**src/design/vitp_pkg.sv**
```systemverilog
// Shared types and constants for the 6522-style interface adapter.
// No dependencies; imported by vitp_core and versatile_interface_timer_ports.
package vitp_pkg;

  // Item kinds carried on in_tuser
  typedef enum logic [2:0] {
    REQ_READ  = 3'd0,
    REQ_WRITE = 3'd1,
    REQ_TICK  = 3'd2,
    REQ_PIN   = 3'd3,
    REQ_PA_IN = 3'd4,
    REQ_PB_IN = 3'd5
  } vitp_req_t;

  // Control pin selectors
  typedef enum logic [2:0] {
    PIN_CA1 = 3'd0,
    PIN_CA2 = 3'd1,
    PIN_CB1 = 3'd2,
    PIN_CB2 = 3'd3,
    PIN_PA  = 3'd4,
    PIN_PB  = 3'd5
  } vitp_pin_t;

  // Standard register map
  typedef enum logic [3:0] {
    REG_ORB    = 4'd0,
    REG_ORA    = 4'd1,
    REG_DDRB   = 4'd2,
    REG_DDRA   = 4'd3,
    REG_T1CL   = 4'd4,
    REG_T1CH   = 4'd5,
    REG_T1LL   = 4'd6,
    REG_T1LH   = 4'd7,
    REG_T2CL   = 4'd8,
    REG_T2CH   = 4'd9,
    REG_SR     = 4'd10,
    REG_ACR    = 4'd11,
    REG_PCR    = 4'd12,
    REG_IFR    = 4'd13,
    REG_IER    = 4'd14,
    REG_ORA_NH = 4'd15
  } vitp_reg_t;

  // Interrupt flag bits
  localparam logic [7:0] F_CA2 = 8'h01;
  localparam logic [7:0] F_CA1 = 8'h02;
  localparam logic [7:0] F_SR  = 8'h04;
  localparam logic [7:0] F_CB2 = 8'h08;
  localparam logic [7:0] F_CB1 = 8'h10;
  localparam logic [7:0] F_T2  = 8'h20;
  localparam logic [7:0] F_T1  = 8'h40;
  localparam logic [7:0] F_IRQ = 8'h80;
  localparam logic [7:0] FLAG_MASK = 8'h7F;

  // ACR bits
  localparam int ACR_PB7_OUT  = 7;
  localparam int ACR_T1_FREE  = 6;
  localparam int ACR_T2_PULSE = 5;

  // PCR control modes that keep CA2/CB2 flags on port access
  localparam logic [2:0] PCR_IND_NEG = 3'd1;
  localparam logic [2:0] PCR_IND_POS = 3'd3;

  localparam logic [15:0] TIMER_MAX = 16'hFFFF;

  typedef struct packed {
    logic [2:0] req_type;
    logic [3:0] reg_addr;
    logic [7:0] data_value;
    logic [7:0] input_mask;
    logic [2:0] pin_select;
  } vitp_item_t;

  typedef struct packed {
    logic [7:0] read_data;
    logic       irq_out;
    logic       pin_enabled;
    logic [7:0] port_a_level;
    logic [7:0] port_b_level;
  } vitp_result_t;

endpackage

```
**src/design/vitp_core.sv**
```systemverilog
// Register file, timers, interrupt logic and port state of the adapter.
// Applies one item per step and produces its result combinationally. Uses vitp_pkg.
module vitp_core (
  input  logic                  clk,
  input  logic                  rst_n,
  input  logic                  step,
  input  vitp_pkg::vitp_item_t  item,
  output vitp_pkg::vitp_result_t result
);
  import vitp_pkg::*;

  logic [7:0]  rf_r [16];
  logic [7:0]  rf_nxt [16];
  logic [15:0] t1_latch_r, t1_latch_nxt, t1_cnt_r, t1_cnt_nxt;
  logic [15:0] t2_latch_r, t2_latch_nxt, t2_cnt_r, t2_cnt_nxt;
  logic        t1_run_r, t1_run_nxt, t1_fired_r, t1_fired_nxt;
  logic        t2_run_r, t2_run_nxt, t2_fired_r, t2_fired_nxt;
  logic        pb7_r, pb7_nxt;
  logic [7:0]  pa_pins_r, pa_pins_nxt, pb_pins_r, pb_pins_nxt;
  logic [7:0]  rd_data;
  logic        pin_en;

  // Next state for one item
  always_comb begin
    logic [7:0] d;
    logic [7:0] acr;
    logic [2:0] mode_a;
    logic [2:0] mode_b;
    logic [7:0] f;
    logic [7:0] pb_new;
    logic       t2_clk;
    logic       free_run;
    logic [7:0] ob_cur;
    logic [7:0] mb_cur;

    d        = item.data_value;
    acr      = rf_r[REG_ACR];
    mode_a   = rf_r[REG_PCR][3:1];
    mode_b   = rf_r[REG_PCR][7:5];
    f        = '0;
    pb_new   = (pb_pins_r & ~item.input_mask) | (item.data_value & item.input_mask);
    t2_clk   = 1'b0;
    free_run = acr[ACR_T1_FREE];

    // current port B drive, PB7 taken from the timer 1 toggle when routed out
    ob_cur = rf_r[REG_ORB];
    mb_cur = rf_r[REG_DDRB];
    if (acr[ACR_PB7_OUT]) begin
      mb_cur[7] = 1'b1;
      ob_cur[7] = pb7_r;
    end

    rf_nxt       = rf_r;
    t1_latch_nxt = t1_latch_r;
    t1_cnt_nxt   = t1_cnt_r;
    t2_latch_nxt = t2_latch_r;
    t2_cnt_nxt   = t2_cnt_r;
    t1_run_nxt   = t1_run_r;
    t1_fired_nxt = t1_fired_r;
    t2_run_nxt   = t2_run_r;
    t2_fired_nxt = t2_fired_r;
    pb7_nxt      = pb7_r;
    pa_pins_nxt  = pa_pins_r;
    pb_pins_nxt  = pb_pins_r;
    rd_data      = '0;
    pin_en       = 1'b0;

    case (item.req_type)
      REQ_READ: begin
        case (item.reg_addr)
          REG_IER: rd_data = rf_r[REG_IER] | F_IRQ;
          REG_IFR: begin
            rd_data = rf_r[REG_IFR];
            rd_data[7] = |(rf_r[REG_IFR] & rf_r[REG_IER] & FLAG_MASK);
          end
          REG_ORA: begin
            rd_data = (rf_r[REG_ORA] & rf_r[REG_DDRA]) | (pa_pins_r & ~rf_r[REG_DDRA]);
            rf_nxt[REG_IFR] = rf_nxt[REG_IFR] & ~F_CA1;
            if (mode_a != PCR_IND_NEG && mode_a != PCR_IND_POS) begin
              rf_nxt[REG_IFR] = rf_nxt[REG_IFR] & ~F_CA2;
            end
          end
          REG_ORA_NH: begin
            rd_data = (rf_r[REG_ORA] & rf_r[REG_DDRA]) | (pa_pins_r & ~rf_r[REG_DDRA]);
          end
          REG_ORB: begin
            rd_data = (ob_cur & mb_cur) | (pb_pins_r & ~mb_cur);
            rf_nxt[REG_IFR] = rf_nxt[REG_IFR] & ~F_CB1;
            if (mode_b != PCR_IND_NEG && mode_b != PCR_IND_POS) begin
              rf_nxt[REG_IFR] = rf_nxt[REG_IFR] & ~F_CB2;
            end
          end
          REG_T1CL: begin
            rd_data = t1_cnt_r[7:0];
            rf_nxt[REG_IFR] = rf_nxt[REG_IFR] & ~F_T1;
          end
          REG_T1CH: rd_data = t1_cnt_r[15:8];
          REG_T1LL: rd_data = t1_latch_r[7:0];
          REG_T1LH: rd_data = t1_latch_r[15:8];
          REG_T2CL: begin
            rd_data = t2_cnt_r[7:0];
            rf_nxt[REG_IFR] = rf_nxt[REG_IFR] & ~F_T2;
          end
          REG_T2CH: rd_data = t2_cnt_r[15:8];
          REG_SR: begin
            rd_data = rf_r[REG_SR];
            rf_nxt[REG_IFR] = rf_nxt[REG_IFR] & ~F_SR;
          end
          default: rd_data = rf_r[item.reg_addr];
        endcase
      end

      REQ_WRITE: begin
        case (item.reg_addr)
          REG_IER: begin
            if (d[7]) begin
              rf_nxt[REG_IER] = rf_r[REG_IER] | (d & FLAG_MASK);
            end else begin
              rf_nxt[REG_IER] = rf_r[REG_IER] & ~d & FLAG_MASK;
            end
          end
          REG_IFR: rf_nxt[REG_IFR] = rf_r[REG_IFR] & ~(d & FLAG_MASK);
          REG_ORA: begin
            rf_nxt[REG_IFR] = rf_nxt[REG_IFR] & ~F_CA1;
            if (mode_a != PCR_IND_NEG && mode_a != PCR_IND_POS) begin
              rf_nxt[REG_IFR] = rf_nxt[REG_IFR] & ~F_CA2;
            end
            rf_nxt[REG_ORA]    = d;
            rf_nxt[REG_ORA_NH] = d;
          end
          REG_ORA_NH: begin
            rf_nxt[REG_ORA]    = d;
            rf_nxt[REG_ORA_NH] = d;
          end
          REG_ORB: begin
            rf_nxt[REG_IFR] = rf_nxt[REG_IFR] & ~F_CB1;
            if (mode_b != PCR_IND_NEG && mode_b != PCR_IND_POS) begin
              rf_nxt[REG_IFR] = rf_nxt[REG_IFR] & ~F_CB2;
            end
            rf_nxt[REG_ORB] = d;
          end
          REG_T1CL, REG_T1LL: begin
            t1_latch_nxt[7:0] = d;
            rf_nxt[REG_T1CL]  = d;
            rf_nxt[REG_T1LL]  = d;
          end
          REG_T1CH: begin
            t1_latch_nxt[15:8] = d;
            t1_cnt_nxt   = {d, t1_latch_r[7:0]};
            t1_run_nxt   = 1'b1;
            t1_fired_nxt = 1'b0;
            rf_nxt[REG_IFR]  = rf_r[REG_IFR] & ~F_T1;
            rf_nxt[REG_T1CH] = d;
            rf_nxt[REG_T1LH] = d;
            if (acr[ACR_PB7_OUT]) begin
              pb7_nxt = 1'b0;
            end
          end
          REG_T1LH: begin
            t1_latch_nxt[15:8] = d;
            rf_nxt[REG_T1LH]   = d;
            rf_nxt[REG_IFR]    = rf_r[REG_IFR] & ~F_T1;
          end
          REG_T2CL: begin
            t2_latch_nxt[7:0] = d;
            rf_nxt[REG_T2CL]  = d;
          end
          REG_T2CH: begin
            t2_latch_nxt[15:8] = d;
            t2_cnt_nxt   = {d, t2_latch_r[7:0]};
            t2_run_nxt   = 1'b1;
            t2_fired_nxt = 1'b0;
            rf_nxt[REG_IFR]  = rf_r[REG_IFR] & ~F_T2;
            rf_nxt[REG_T2CH] = d;
          end
          REG_SR: begin
            rf_nxt[REG_SR]  = d;
            rf_nxt[REG_IFR] = rf_r[REG_IFR] & ~F_SR;
          end
          default: rf_nxt[item.reg_addr] = d;
        endcase
      end

      REQ_TICK: begin
        // timer 1: reload or park at all ones when it passes zero
        if (t1_run_r) begin
          if (t1_cnt_r == '0) begin
            if (free_run || !t1_fired_r) begin
              rf_nxt[REG_IFR] = rf_r[REG_IFR] | F_T1;
            end
            if (free_run) begin
              t1_cnt_nxt = t1_latch_r;
              if (acr[ACR_PB7_OUT]) begin
                pb7_nxt = ~pb7_r;
              end
            end else begin
              t1_cnt_nxt = TIMER_MAX;
              if (acr[ACR_PB7_OUT]) begin
                pb7_nxt = 1'b1;
              end
              t1_fired_nxt = 1'b1;
            end
          end else begin
            t1_cnt_nxt = t1_cnt_r - 16'd1;
          end
        end
        t2_clk = t2_run_r && !acr[ACR_T2_PULSE];
      end

      REQ_PIN: begin
        case (item.pin_select)
          PIN_CA1: f = F_CA1;
          PIN_CA2: f = F_CA2;
          PIN_CB1: f = F_CB1;
          PIN_CB2: f = F_CB2;
          default: f = '0;
        endcase
        rf_nxt[REG_IFR] = rf_r[REG_IFR] | f;
        pin_en = |(rf_r[REG_IER] & f);
      end

      REQ_PA_IN: begin
        pa_pins_nxt = (pa_pins_r & ~item.input_mask) | (item.data_value & item.input_mask);
      end

      REQ_PB_IN: begin
        pb_pins_nxt = pb_new;
        // PB6 falling edge counts timer 2 in pulse mode
        t2_clk = t2_run_r && acr[ACR_T2_PULSE] && !rf_r[REG_DDRB][6]
                 && pb_pins_r[6] && !pb_new[6];
      end

      default: ;
    endcase

    // timer 2 decrement, shared by tick and pulse counting
    if (t2_clk) begin
      if (t2_cnt_r == '0) begin
        if (!t2_fired_r) begin
          rf_nxt[REG_IFR] = rf_nxt[REG_IFR] | F_T2;
          t2_fired_nxt    = 1'b1;
        end
        t2_cnt_nxt = TIMER_MAX;
      end else begin
        t2_cnt_nxt = t2_cnt_r - 16'd1;
      end
    end
  end

  // Result fields from the state after the item
  always_comb begin
    logic [7:0] ob;
    logic [7:0] mb;
    ob = rf_nxt[REG_ORB];
    mb = rf_nxt[REG_DDRB];
    if (rf_nxt[REG_ACR][ACR_PB7_OUT]) begin
      mb[7] = 1'b1;
      ob[7] = pb7_nxt;
    end
    result.read_data    = rd_data;
    result.irq_out      = |(rf_nxt[REG_IFR] & rf_nxt[REG_IER] & FLAG_MASK);
    result.pin_enabled  = pin_en;
    result.port_a_level = (rf_nxt[REG_ORA] & rf_nxt[REG_DDRA])
                          | (pa_pins_nxt & ~rf_nxt[REG_DDRA]);
    result.port_b_level = (ob & mb) | (pb_pins_nxt & ~mb);
  end

  // State registers
  always_ff @(posedge clk) begin
    if (!rst_n) begin
      for (int i = 0; i < 16; i++) begin
        rf_r[i] <= '0;
      end
      t1_latch_r <= '0;
      t1_cnt_r   <= '0;
      t2_latch_r <= '0;
      t2_cnt_r   <= '0;
      t1_run_r   <= 1'b0;
      t1_fired_r <= 1'b0;
      t2_run_r   <= 1'b0;
      t2_fired_r <= 1'b0;
      pb7_r      <= 1'b1;
      pa_pins_r  <= 8'hFF;
      pb_pins_r  <= 8'hFF;
    end else if (step) begin
      rf_r       <= rf_nxt;
      t1_latch_r <= t1_latch_nxt;
      t1_cnt_r   <= t1_cnt_nxt;
      t2_latch_r <= t2_latch_nxt;
      t2_cnt_r   <= t2_cnt_nxt;
      t1_run_r   <= t1_run_nxt;
      t1_fired_r <= t1_fired_nxt;
      t2_run_r   <= t2_run_nxt;
      t2_fired_r <= t2_fired_nxt;
      pb7_r      <= pb7_nxt;
      pa_pins_r  <= pa_pins_nxt;
      pb_pins_r  <= pb_pins_nxt;
    end
  end

endmodule

```
**src/design/versatile_interface_timer_ports.sv**
```systemverilog
// Top level of the 6522-style interface adapter: input register, core, result register.
// Depends on vitp_pkg and vitp_core.
//
// Usage:
//   Input channel (in_*): one item per handshake. in_tuser carries the item kind
//   (read, write, tick, pin event, port A input, port B input); in_tdata carries
//   the register index, data byte, input mask and pin selector.
//   Result channel (out_*): exactly one result item per input item, in order,
//   carrying read data, IRQ level, pin-enable status and both port levels.
// Flow: an accepted item is registered in the input register, processed by the
//   core once the result register is free or draining, and its result loaded into
//   the result register, which raises out_tvalid.
// Throughput: one item per cycle unless a result is held; every state update is a
//   single pass of the core logic between the input register and the result register.
// Reset (rst_n low, synchronous): both stages empty, register file and timers
//   cleared, PB7 toggle high, port input pins all ones.
// Stall: when out_tready is low a held result blocks the core; the input
//   register keeps its item, or takes one more if it was empty, and then
//   in_tready stays low until the result is taken.
module versatile_interface_timer_ports (
  input  logic        clk,
  input  logic        rst_n,
  input  logic        in_tvalid,
  output logic        in_tready,
  input  logic [23:0] in_tdata,   // reg_addr[3:0], data_value[11:4], input_mask[19:12],
                                  // pin_select[22:20], zero[23]
  input  logic [2:0]  in_tuser,   // req_type[2:0]
  output logic        out_tvalid,
  input  logic        out_tready,
  output logic [31:0] out_tdata   // read_data[7:0], irq_out[8], pin_enabled[9],
                                  // port_a_level[17:10], port_b_level[25:18], zero[31:26]
);
  import vitp_pkg::*;

  vitp_item_t   in_item_r;
  logic         in_vld_r;
  vitp_result_t out_r;
  logic         out_vld_r;
  vitp_result_t core_res;
  logic         adv;

  // Stage control: core advances when the result register is free or draining
  assign adv       = in_vld_r && (!out_vld_r || out_tready);
  assign in_tready = !in_vld_r || adv;

  // Input register
  always_ff @(posedge clk) begin
    if (!rst_n) begin
      in_vld_r <= 1'b0;
    end else if (in_tready) begin
      in_vld_r <= in_tvalid;
    end
  end

  always_ff @(posedge clk) begin
    if (in_tvalid && in_tready) begin
      in_item_r.req_type   <= in_tuser;
      in_item_r.reg_addr   <= in_tdata[3:0];
      in_item_r.data_value <= in_tdata[11:4];
      in_item_r.input_mask <= in_tdata[19:12];
      in_item_r.pin_select <= in_tdata[22:20];
    end
  end

  vitp_core u_core (
    .clk    (clk),
    .rst_n  (rst_n),
    .step   (adv),
    .item   (in_item_r),
    .result (core_res)
  );

  // Result register
  always_ff @(posedge clk) begin
    if (!rst_n) begin
      out_vld_r <= 1'b0;
    end else if (adv) begin
      out_vld_r <= 1'b1;
    end else if (out_tready) begin
      out_vld_r <= 1'b0;
    end
  end

  always_ff @(posedge clk) begin
    if (adv) begin
      out_r <= core_res;
    end
  end

  assign out_tvalid = out_vld_r;
  assign out_tdata  = {6'd0, out_r.port_b_level, out_r.port_a_level,
                       out_r.pin_enabled, out_r.irq_out, out_r.read_data};

  // Checks
  a_ready_when_empty: assert property (@(posedge clk) disable iff (!rst_n)
    !in_vld_r |-> in_tready)
    else $error("input stage empty but not ready");

  a_accept_fills: assert property (@(posedge clk) disable iff (!rst_n)
    in_tvalid && in_tready |=> in_vld_r)
    else $error("accepted item lost from input stage");

  a_adv_result: assert property (@(posedge clk) disable iff (!rst_n)
    adv |=> out_vld_r)
    else $error("processed item produced no result");

  a_rd_zero: assert property (@(posedge clk) disable iff (!rst_n)
    adv && in_item_r.req_type != REQ_READ |=> out_r.read_data == 8'd0)
    else $error("read data nonzero for a non-read item");

  a_pin_en: assert property (@(posedge clk) disable iff (!rst_n)
    adv && in_item_r.req_type != REQ_PIN |=> !out_r.pin_enabled)
    else $error("pin enable set for a non-pin item");

endmodule

```
**config.mk**
```make
export PLATFORM = sky130hd
export DESIGN_NAME = versatile_interface_timer_ports
export DESIGN_NICKNAME = d
export VERILOG_FILES = /design/src/design/vitp_pkg.sv /design/src/design/vitp_core.sv /design/src/design/versatile_interface_timer_ports.sv
export SDC_FILE = /design/constraint.sdc
export NUM_CORES = 1
export LEC_CHECK = 0
export BUFFER_PORTS_ARGS = -buffer_cell sky130_fd_sc_hd__buf_2
export CAP_MARGIN = 10
export CORE_UTILIZATION = 49
export CTS_BUF_LIST = sky130_fd_sc_hd__clkbuf_8
export CTS_CLUSTER_DIAMETER = 40
export CTS_CLUSTER_SIZE = 8
export DETAILED_ROUTE_END_ITERATION = 10
export HOLD_SLACK_MARGIN = 0.05
export PLACE_DENSITY = 0.69
export SYNTH_ARGS = -nofsm -noshare
export SYNTH_HDL_FRONTEND = slang
export SYNTH_SLANG_ARGS = --single-unit
export TNS_END_PERCENT = 20
```
**constraint.sdc**
```tcl
create_clock -name clk -period 3.21 [get_ports clk]
set_input_delay 0.4815 -clock clk [delete_from_list [all_inputs] [get_ports clk]]
set_output_delay 0.4815 -clock clk [all_outputs]
set_load 0.1 [all_outputs]
```
# Yosys cells after proc, flatten, opt, wreduce, memory -nomap -nowiden
# Index checks and enable logic that the tools add are counted.
# W data, S select, Z words.
totals:
  regBits: 259
  in_bits: 31
  output_inout_bits: 34
op_classes:
  addsub: 2
  magnitude_cmp: 2
  eq_ne: 27
  mux: 72
  bitwise_logic: 41
  n_reduce_logical: 61
ops:
  columns: ["op", "count"]
  rows:
  - ["$mux W16", 11]
  - ["$pmux W8 S2", 11]
  - ["$bwmux W128", 1]
  - ["$and A8 B8 Y8", 13]
  - ["$mux W104", 1]
  - ["$pmux W8 S11", 1]
  - ["$reduce_or A11 Y1", 6]
  - ["$mux W8", 7]
  - ["$or A8 B8 Y8", 7]
  - ["$pmux W8 S7", 1]
  - ["$reduce_and A3 Y1", 14]
  - ["$not A8 Y8", 5]
  - ["$pmux W7 S5", 1]
  - ["$bmux W8 S4", 1]
  - ["$demux W8 S4", 1]
  - ["$logic_not A16 Y1", 2]
  - ["$pmux W16 S2", 1]
  - ["$pmux W8 S4", 1]
  - ["$sub A16 B1 Y16 const B", 2]
  - ["$reduce_or A10 Y1", 3]
  - ["$eq A4 B4 Y1 const B", 6]
  - ["$mux W1", 23]
  - ["$and A7 B7 Y7", 3]
  - ["$mux W7", 3]
  - ["other kinds (33)", 80]

# Logic depth before layout (Yosys ltp)
# Gate-level depths: netlist of the first run.
logic_depth:
  word_depth: 13
  mapped_depth: 9

# By module
# Synthesis of the first run repeated with hierarchy kept, for this count alone.
hier_totals:
  hier_cells: 1576
  hier_area_um2: 13640.6
by_module_without_submodules:
  columns: ["mod", "instances", "cells_each", "area_each_um2", "seq_area_each_um2"]
  rows:
  - ["vitp_core", 1, 1508, 11926.4, 4103.9]
  - ["versatile_interface_timer_ports", 1, 68, 1714.1, 1601.5]

# Worst setup path before layout of the first run
# No wires, ideal clock.
synth_path:
  path_type: "flip-flop to flip-flop"
  from: "reg out_vld_r (netlist: out_tvalid)"
  to: "reg in_item_r[0] (netlist name) (enable)"
  setup_ns: 0.372
  arrival_time_ns: 2.630
  path_slack_ns: 0.208
  path_stages_with_launch: 4
  path_buffers: 0
  path_cell_list: "dfxtp_1 nor2b_1 nand2_1 and2_1"
synth_between:
  elab_chain_cells: 5
synth_rtl:
  columns: ["item", "line_no", "rtl"]
  rows:
  - ["from (decl)", "versatile_interface_timer_ports.sv:38", "logic out_vld_r;"]
  - ["from (signal assigned)", "versatile_interface_timer_ports.sv:76", "out_vld_r <= 1'b0;"]
  - ["from (signal assigned)", "versatile_interface_timer_ports.sv:78", "out_vld_r <= 1'b1;"]
  - ["from (signal assigned)", "versatile_interface_timer_ports.sv:80", "out_vld_r <= 1'b0;"]
  - ["$logic_not A1 Y1", "versatile_interface_timer_ports.sv:43", "assign adv = in_vld_r && (!out_vld_r || out_tready);"]
  - ["$logic_or A1 B1 Y1", "versatile_interface_timer_ports.sv:43", null]
  - ["$logic_and A1 B1 Y1", "versatile_interface_timer_ports.sv:43", null]
  - ["$logic_or A1 B1 Y1", "versatile_interface_timer_ports.sv:44", "assign in_tready = !in_vld_r || adv;"]
  - ["via in_tready", "versatile_interface_timer_ports.sv:24", "output logic in_tready,"]
  - ["$logic_and A1 B1 Y1", "versatile_interface_timer_ports.sv:56", "if (in_tvalid && in_tready) begin"]
  - ["to (decl)", "versatile_interface_timer_ports.sv:35", "vitp_item_t in_item_r;"]
# The timed path passes the listed nets, and every way through them passes these cells.
# A chain may end at the register's enable or synchronous reset.

# Worst setup path after layout of the first run
layout_path:
  from: "reg in_item_r[25] (netlist name)"
  to: "reg u_core.t2_cnt_r[13]"
layout_between:
  elab_chain_cells: 4
  elab_cells_between_ends: 8
  classes_between: "eq/ne: 3; mux: 2; reduce/logical: 3"
layout_rtl:
  columns: ["item", "line_no", "rtl"]
  rows:
  - ["$eq A3 B3 Y1 / $eq A3 B2 Y1 (equally long branches)", "vitp_core.sv:68", "case (item.req_type)"]
  - ["$pmux W1 S2", "vitp_core.sv:68", null]
  - ["$reduce_bool A2 Y1 (no line)", null, null]
  - ["$reduce_and A3 Y1 (no line)", null, null]
  - ["to (signal assigned)", "vitp_core.sv:290", "t2_cnt_r <= t2_cnt_nxt;"]
  - ["to (decl)", "vitp_core.sv:15", "logic [15:0] t2_latch_r, t2_latch_nxt, t2_cnt_r, t2_cnt_nxt;"]
# Several ways; a longest one is shown, not always the timed one.

==> results of run 1 <==
report_power, final:
group | internal [mW] | leakage (nW) | switching, mW
clock | 1.42 | 0.420 | 1.13
combinational | 0.167 | 2.92 | 0.435
sequential | 2.76 | 1.74 | 0.0692
total | 4.34 | 5.08 | 1.64
worst register-to-register path: cells and delay by family (launching register included):
family,cells,cell delay [ns]
simple gates,3,1.23
compound gates,3,0.55
flops,1,0.59
buf+inv,1,0.23
per-layer routing:
metal	part of all wire [%]	vias to the layer above	wire length, um
li1	-	5068	-
met1	41	5237	15900
met2	43	653	16700
met3	11	104	4390
met4	4.0	0	1530
met5	0	-	0
logic make-up (layout without fill, tap and decap cells):
family / after synthesis / in the layout / share of synthesized area [%]
and+or+nand+nor: 491 / 491 / 20.3
AOI/OAI and AO/OA: 397 / 397 / 22.2
DFF: 210 / 210 / 40.6
buffers and inverters: 153 / 210 / 5.47
muxes: 106 / 106 / 10.5
xor gates and xnor gates: 6 / 6 / 0.451
adders and majority gates: 5 / 5 / 0.537
other: 1 / 6 / 0.0322
placed cells by master, fill, tap and decap left out, types with 10 or more instances in the layout:
cell type | Yosys | layout
a21boi_0 | 36 | 36
a21oi_1 | 115 | 115
a221oi_1 | 14 | 14
a22oi_1 | 11 | 11
a31oi_1 | 21 | 21
and3_1 | 14 | 14
buf_2 | 26 | 57
buf_4 | 6 | 63
clkbuf_8 | 0 | 41
dfxtp_1 | 158 | 158
edfxtp_1 | 52 | 52
inv_1 | 22 | 32
mux2_2 | 10 | 10
mux2i_1 | 84 | 84
mux4_2 | 12 | 12
nand2_1 | 217 | 217
nand2b_1 | 11 | 11
nand3_1 | 58 | 58
nor2_1 | 67 | 67
nor2b_1 | 30 | 30
nor3_1 | 26 | 26
o21ai_0 | 87 | 87
o22ai_1 | 14 | 14
or3_1 | 10 | 10
stage by stage:
stage	area, um^2	std cells	total power [mW]
after floorplan	11700	1374	3.28
after global placement	12300	1687	3.46
after detailed placement	12300	1687	3.47
after CTS	13100	1750	6.00
after global routing	13100	1750	6.17
final	13100	1750	5.98
layout make-up:
class	count	area share, %
multi-input combinational	1011	48.2
sequential	210	36.1
timing repair buffer	123	6.26
clock buffer	41	4.31
tap	319	3.05
clock inverter	22	1.38
inverter	24	0.689
final timing paths:
check | to | slack (ns)
max reg2reg | u_core.t2_cnt_r[13] | 0.48
max | u_core.t2_cnt_r[13] | 0.48
min reg2reg | u_core.t2_latch_r[7] | 0.46
min | in_item_r[24] | 0.12
==> results.sh, run 1 <==
export IMPL_status="complete, no violations"
export IMPL_cts_sinks=210
export IMPL_ys_seq_area_share_pct=40.6
export IMPL_dpl_worst_slack_ns=0.667
export IMPL_start_util_pct=49.8
export IMPL_ctsHoldBuffers=0
export IMPL_synth_edf_count=52
export IMPL_clockBufferDepth=3
export IMPL_syn2layout_area_growth_pct=12.3
export IMPL_setup_slack_ns=0.483
export IMPL_slew_headroom_pct=45.6
export IMPL_wire_per_inst_um=22.0
export IMPL_slew_viol_final=0
export IMPL_worst_setup_path_end_kind="flip-flop"
export IMPL_yosysMostFrequentCell="nand2_1"
export IMPL_die_h_um=156
export IMPL_setup_violations=0
export IMPL_reg2regPathDepth=7
export IMPL_critPathMaxFanout=16
export IMPL_max_vdd_ir_drop_v=0.000310
export IMPL_clk_pin_slew_ns=0.06
export IMPL_path_cells="or3b_1 > nor3_4 > nand3_1 > o21ai_2 > buf_4 > a21oi_1 > a311oi_1"
export IMPL_hold_start="in_tuser[1]"
export IMPL_busiest_layer="met2"
export IMPL_synth_top_area_share_pct=27.2
export IMPL_crit_start="in_item_r[25]"
export IMPL_layout_drive_gt1_share_pct=15.1
export IMPL_rr_startpoint="in_item_r[25]"
export IMPL_synthTopCellsByCount="217 x nand2_1, 158 x dfxtp_1, 115 x a21oi_1"
export IMPL_tightest_slew_ns=0.813
export IMPL_register_area_um2=4720
export IMPL_cpMaxStageDelayCell="edfxtp_1"
export IMPL_min_period_over_period_pct=85.0
export IMPL_io_pins=65
export IMPL_slowest_delay_ns=0.59
export IMPL_vias=11062
export IMPL_nets=1443
export IMPL_max_cap_violations=0
export IMPL_cp_top_family="simple AND/OR/NAND/NOR gates"
export IMPL_synth_cell_types=84
export IMPL_use_met1_pct=45.0
export IMPL_htree_levels=2
export IMPL_final_hold_violation_count=0
export IMPL_postRouteAntennaNets=0
export IMPL_yosys_top_cells_area="dfxtp_1 27%, edfxtp_1 13%, mux2i_1 7.2%, nand2_1 7.0%, a21oi_1 4.9%"
export IMPL_grt_pass1_wl_um=58700
export IMPL_cts_resized=0
export IMPL_cts_buffers=37
export IMPL_setup_tns_ns=0
export IMPL_portBuffers=57
export IMPL_grt_max_degree=54
export IMPL_multi_input_area_um2=6300
export IMPL_dpl_hpwl_um=26400
export IMPL_rsz0062_at_grt="false"
export IMPL_powerDensity_nw_per_um2=457
export IMPL_clock_latency_ns=0.54
export IMPL_start_kind="flip-flop"
export IMPL_critical_path_class="flip-flop to flip-flop"
export IMPL_place_congestion=0.999
export IMPL_max_clock_freq_mhz=367
export IMPL_syn_inst=1369
export IMPL_synth_cell_area_um2=11600
export IMPL_whs_ns=0.116
export IMPL_antenna_found_initial=0
export IMPL_grt_total_usage_pct=31.7
export IMPL_grt_use_met2_pct=47.0
export IMPL_p_leak_nw=5.08
export IMPL_avgSynthCellArea_um2=8.51
export IMPL_nFillCells=2208
export IMPL_worst_path_stages=7
export IMPL_n_antenna_cell=0
export IMPL_critPathRequiredTime_ns=3.62
export IMPL_overflow=0
export IMPL_root_buffer="clkbuf_8"
export IMPL_fin_worst_skew_ns=0.0135
export IMPL_core_area_um2=23400
export IMPL_synth_warnings=0
export IMPL_placementRows=56
export IMPL_drt_initial_drc_count=1519
export IMPL_async_reset_ff_share_pct=0
export IMPL_synth_top_area_cell="dfxtp_1"
export IMPL_hold_path_class="input port to flip-flop"
export IMPL_final_util_pct=55.9
export IMPL_drt_pass1_iter_count=6
export IMPL_cp_num_buf_inv=1
export IMPL_dieArea_um2=24400
export IMPL_hold_depth=1
export IMPL_cts_tree="built"
export IMPL_grt_pass1_vias=9820
export IMPL_drc_errors=0
export IMPL_finalCriticalPeriod_ns=2.73
export IMPL_wirelength_um=38400
export IMPL_synth_seq_cells=210
export IMPL_cp_arrival_ns=3.14
export IMPL_grt_use_met3_pct=6.47
export IMPL_post_cts_buffers=0
export IMPL_die_w_um=156
export IMPL_dominantRegCellSynth="dfxtp_1"
export IMPL_routed_via_density=6.32
Note: power is estimated with default switching activity, not from simulation.
==> inputs of run 2 (changes only) <==
Settings changed: PLACE_DENSITY 0.69 to 0.72.
Clock period 3.21 ns to 2.4 ns, I/O delays scaled along.
==> run 2 against run 1 <==
Non-clock buffer count up 76. Combinational power up 58%. Hold slack better by 0.016 ns. Sequential power up 33%. Wire length up 5.7%. Critical path type unchanged. Critical endpoint is now out_tdata[1]. Highest routed layer unchanged.
==> results.sh, run 2 (synthesized netlist as in run 1, its figures left out) <==
export IMPL_status="complete, no violations"
export IMPL_cp_arrival_ns=2.61
export IMPL_cts_sinks=210
export IMPL_comb_power_share_pct=10.8
export IMPL_layout_common_cells="216 x nand2_1, 157 x dfxtp_1, 115 x a21oi_1"
export IMPL_grt_total_usage_pct=33.3
export IMPL_syn2layout_area_growth_pct=21.1
export IMPL_wire_per_inst_um=22.1
export IMPL_fin_worst_skew_ns=0.0351
export IMPL_core_area_um2=23400
export IMPL_dpl_worst_slack_ns=-0.0283
export IMPL_hold_path_class="input port to flip-flop"
export IMPL_drt_initial_drc_count=1356
export IMPL_seqPwrFrac_pct=42.8
export IMPL_critPathMaxFanout=20
export IMPL_setup_slack_ns=0.0315
export IMPL_slew_viol_final=0
export IMPL_die_h_um=156
export IMPL_dpl_hpwl_um=27700
export IMPL_finalPower_mw=8.77
export IMPL_setup_violations=0
export IMPL_place_area_um2=12800
export IMPL_place_congestion=0.967
export IMPL_path_cells="buf_4 > buf_12 > nor2b_1 > buf_4 > a221oi_1 > a311o_1 > a222oi_1 > o32ai_1"
export IMPL_clk_pin_slew_ns=0.06
export IMPL_start_util_pct=49.8
export IMPL_clock_latency_ns=0.55
export IMPL_portBuffers=57
export IMPL_mostFrequentLayoutCell="nand2_1"
export IMPL_final_hold_violation_count=0
export IMPL_nets=1522
export IMPL_drc_errors=0
export IMPL_drt_pass1_iter_count=6
export IMPL_cp_top_family="compound AO/OA/AOI/OAI gates"
export IMPL_start_kind="flip-flop"
export IMPL_postRouteAntennaNets=0
export IMPL_cpMaxStageDelayCell="a222oi_1"
export IMPL_rsz0062_at_grt="true"
export IMPL_critical_path_class="flip-flop to flip-flop"
export IMPL_switchingPower_mw=2.33
export IMPL_clockBufferDepth=3
export IMPL_setup_tns_ns=0
export IMPL_io_pins=65
export IMPL_final_util_pct=60.3
export IMPL_layout_drive_gt1_share_pct=19.1
export IMPL_antenna_found_initial=0
export IMPL_cts_buffers=40
export IMPL_htree_levels=2
export IMPL_powerDensity_nw_per_um2=622
export IMPL_grt_pass1_vias=10525
export IMPL_min_period_over_period_pct=98.7
export IMPL_max_clock_freq_mhz=422
export IMPL_design_area_um2=14100
export IMPL_worst_setup_path_end_kind="flip-flop"
export IMPL_root_buffer="clkbuf_8"
export IMPL_die_w_um=156
export IMPL_slowest_delay_ns=0.37
export IMPL_vias=11440
export IMPL_grt_max_degree=107
export IMPL_grt_pass1_wl_um=61600
export IMPL_max_cap_violations=0
export IMPL_cts_tree="built"
export IMPL_n_antenna_cell=0
export IMPL_internal_power_mw=6.44
export IMPL_overflow=0
export IMPL_cp_num_buf_inv=3
export IMPL_p_clk_share_pct=46.3
export IMPL_placementRows=56
export IMPL_wirelength_um=40600
export IMPL_routed_via_density=6.23
export IMPL_slew_headroom_pct=50.6
export IMPL_dieArea_um2=24400
export IMPL_p_sw_share_pct=26.6
export IMPL_p_leak_nw=5.62
export IMPL_tightest_slew_ns=0.741
export IMPL_cpMostUsedCell="buf_4"
export IMPL_critPathRequiredTime_ns=2.64
export IMPL_max_vdd_ir_drop_v=0.000527
export IMPL_finalCriticalPeriod_ns=2.37
run 2: layer usage:
metal / up-vias / part of all wire, % / global-route usage, %
met5: - / 0 / 0
met4: 0 / 3.3 / 13.4
met3: 92 / 10 / 6.17
met2: 645 / 44 / 50.5
met1: 5461 / 42 / 46.6
li1: 5242 / - / -
run 2: layout make-up:
| class | count | area, um^2 |
|---|---|---|
| clock buffers | 47 | 647 |
| clock inverters | 26 | 274 |
| fillers | 2093 | 9300 |
| inverters | 24 | 90.1 |
| multi-input cells | 1011 | 6380 |
| flip-flops and latches | 210 | 4730 |
| well taps | 319 | 399 |
| repair buffers | 199 | 1590 |
run 2: worst min-delay path, delay by kind of cell:
family / cells / cell delay (ns)
buf+inv: 1 / 0.08
compound gates: 1 / 0.05
simple gates: 1 / 0.14
run 2: worst paths after layout:
path	start	end	slack (ns)	cells after the start
worst max-delay path	in_item_r[21]	out_tdata[1]	0.03	8
worst min-delay path	in_tvalid	in_vld_r	0.13	3
worst max register to register	in_item_r[21]	out_tdata[1]	0.03	8
worst min register to register	flip-flop	flip-flop	0.46	2
run 2: metrics by stage:
| stage | hold WS [ns] | cells |
|---|---|---|
| floorplan | 0.429 | 1374 |
| finish | 0.132 | 1836 |
| detailed placement | 0.457 | 1735 |
| global route | 0.133 | 1836 |
| CTS | 0.0794 | 1834 |
| global placement | 0.442 | 1735 |
run 2: repair_timing:
action / 4_1_cts / 5_1_grt
hold buffers: 26 / 0
resized for setup: 2 / 15
buffers inserted: 0 / 1
hold endpoints to repair: 26 / 0
endpoints found under the setup margin: 3 / 38
pin swaps: 0 / 1
run 2: power by group through the flow:
stage | sequential, mW | clock [mW] | combinational (mW)
floorplan | 3.92 | 0 | 0.463
global placement | 3.83 | 0 | 0.876
detailed placement | 3.83 | 0 | 0.880
CTS | 3.75 | 4.09 | 0.916
global route | 3.76 | 4.27 | 0.996
finish | 3.76 | 4.06 | 0.951
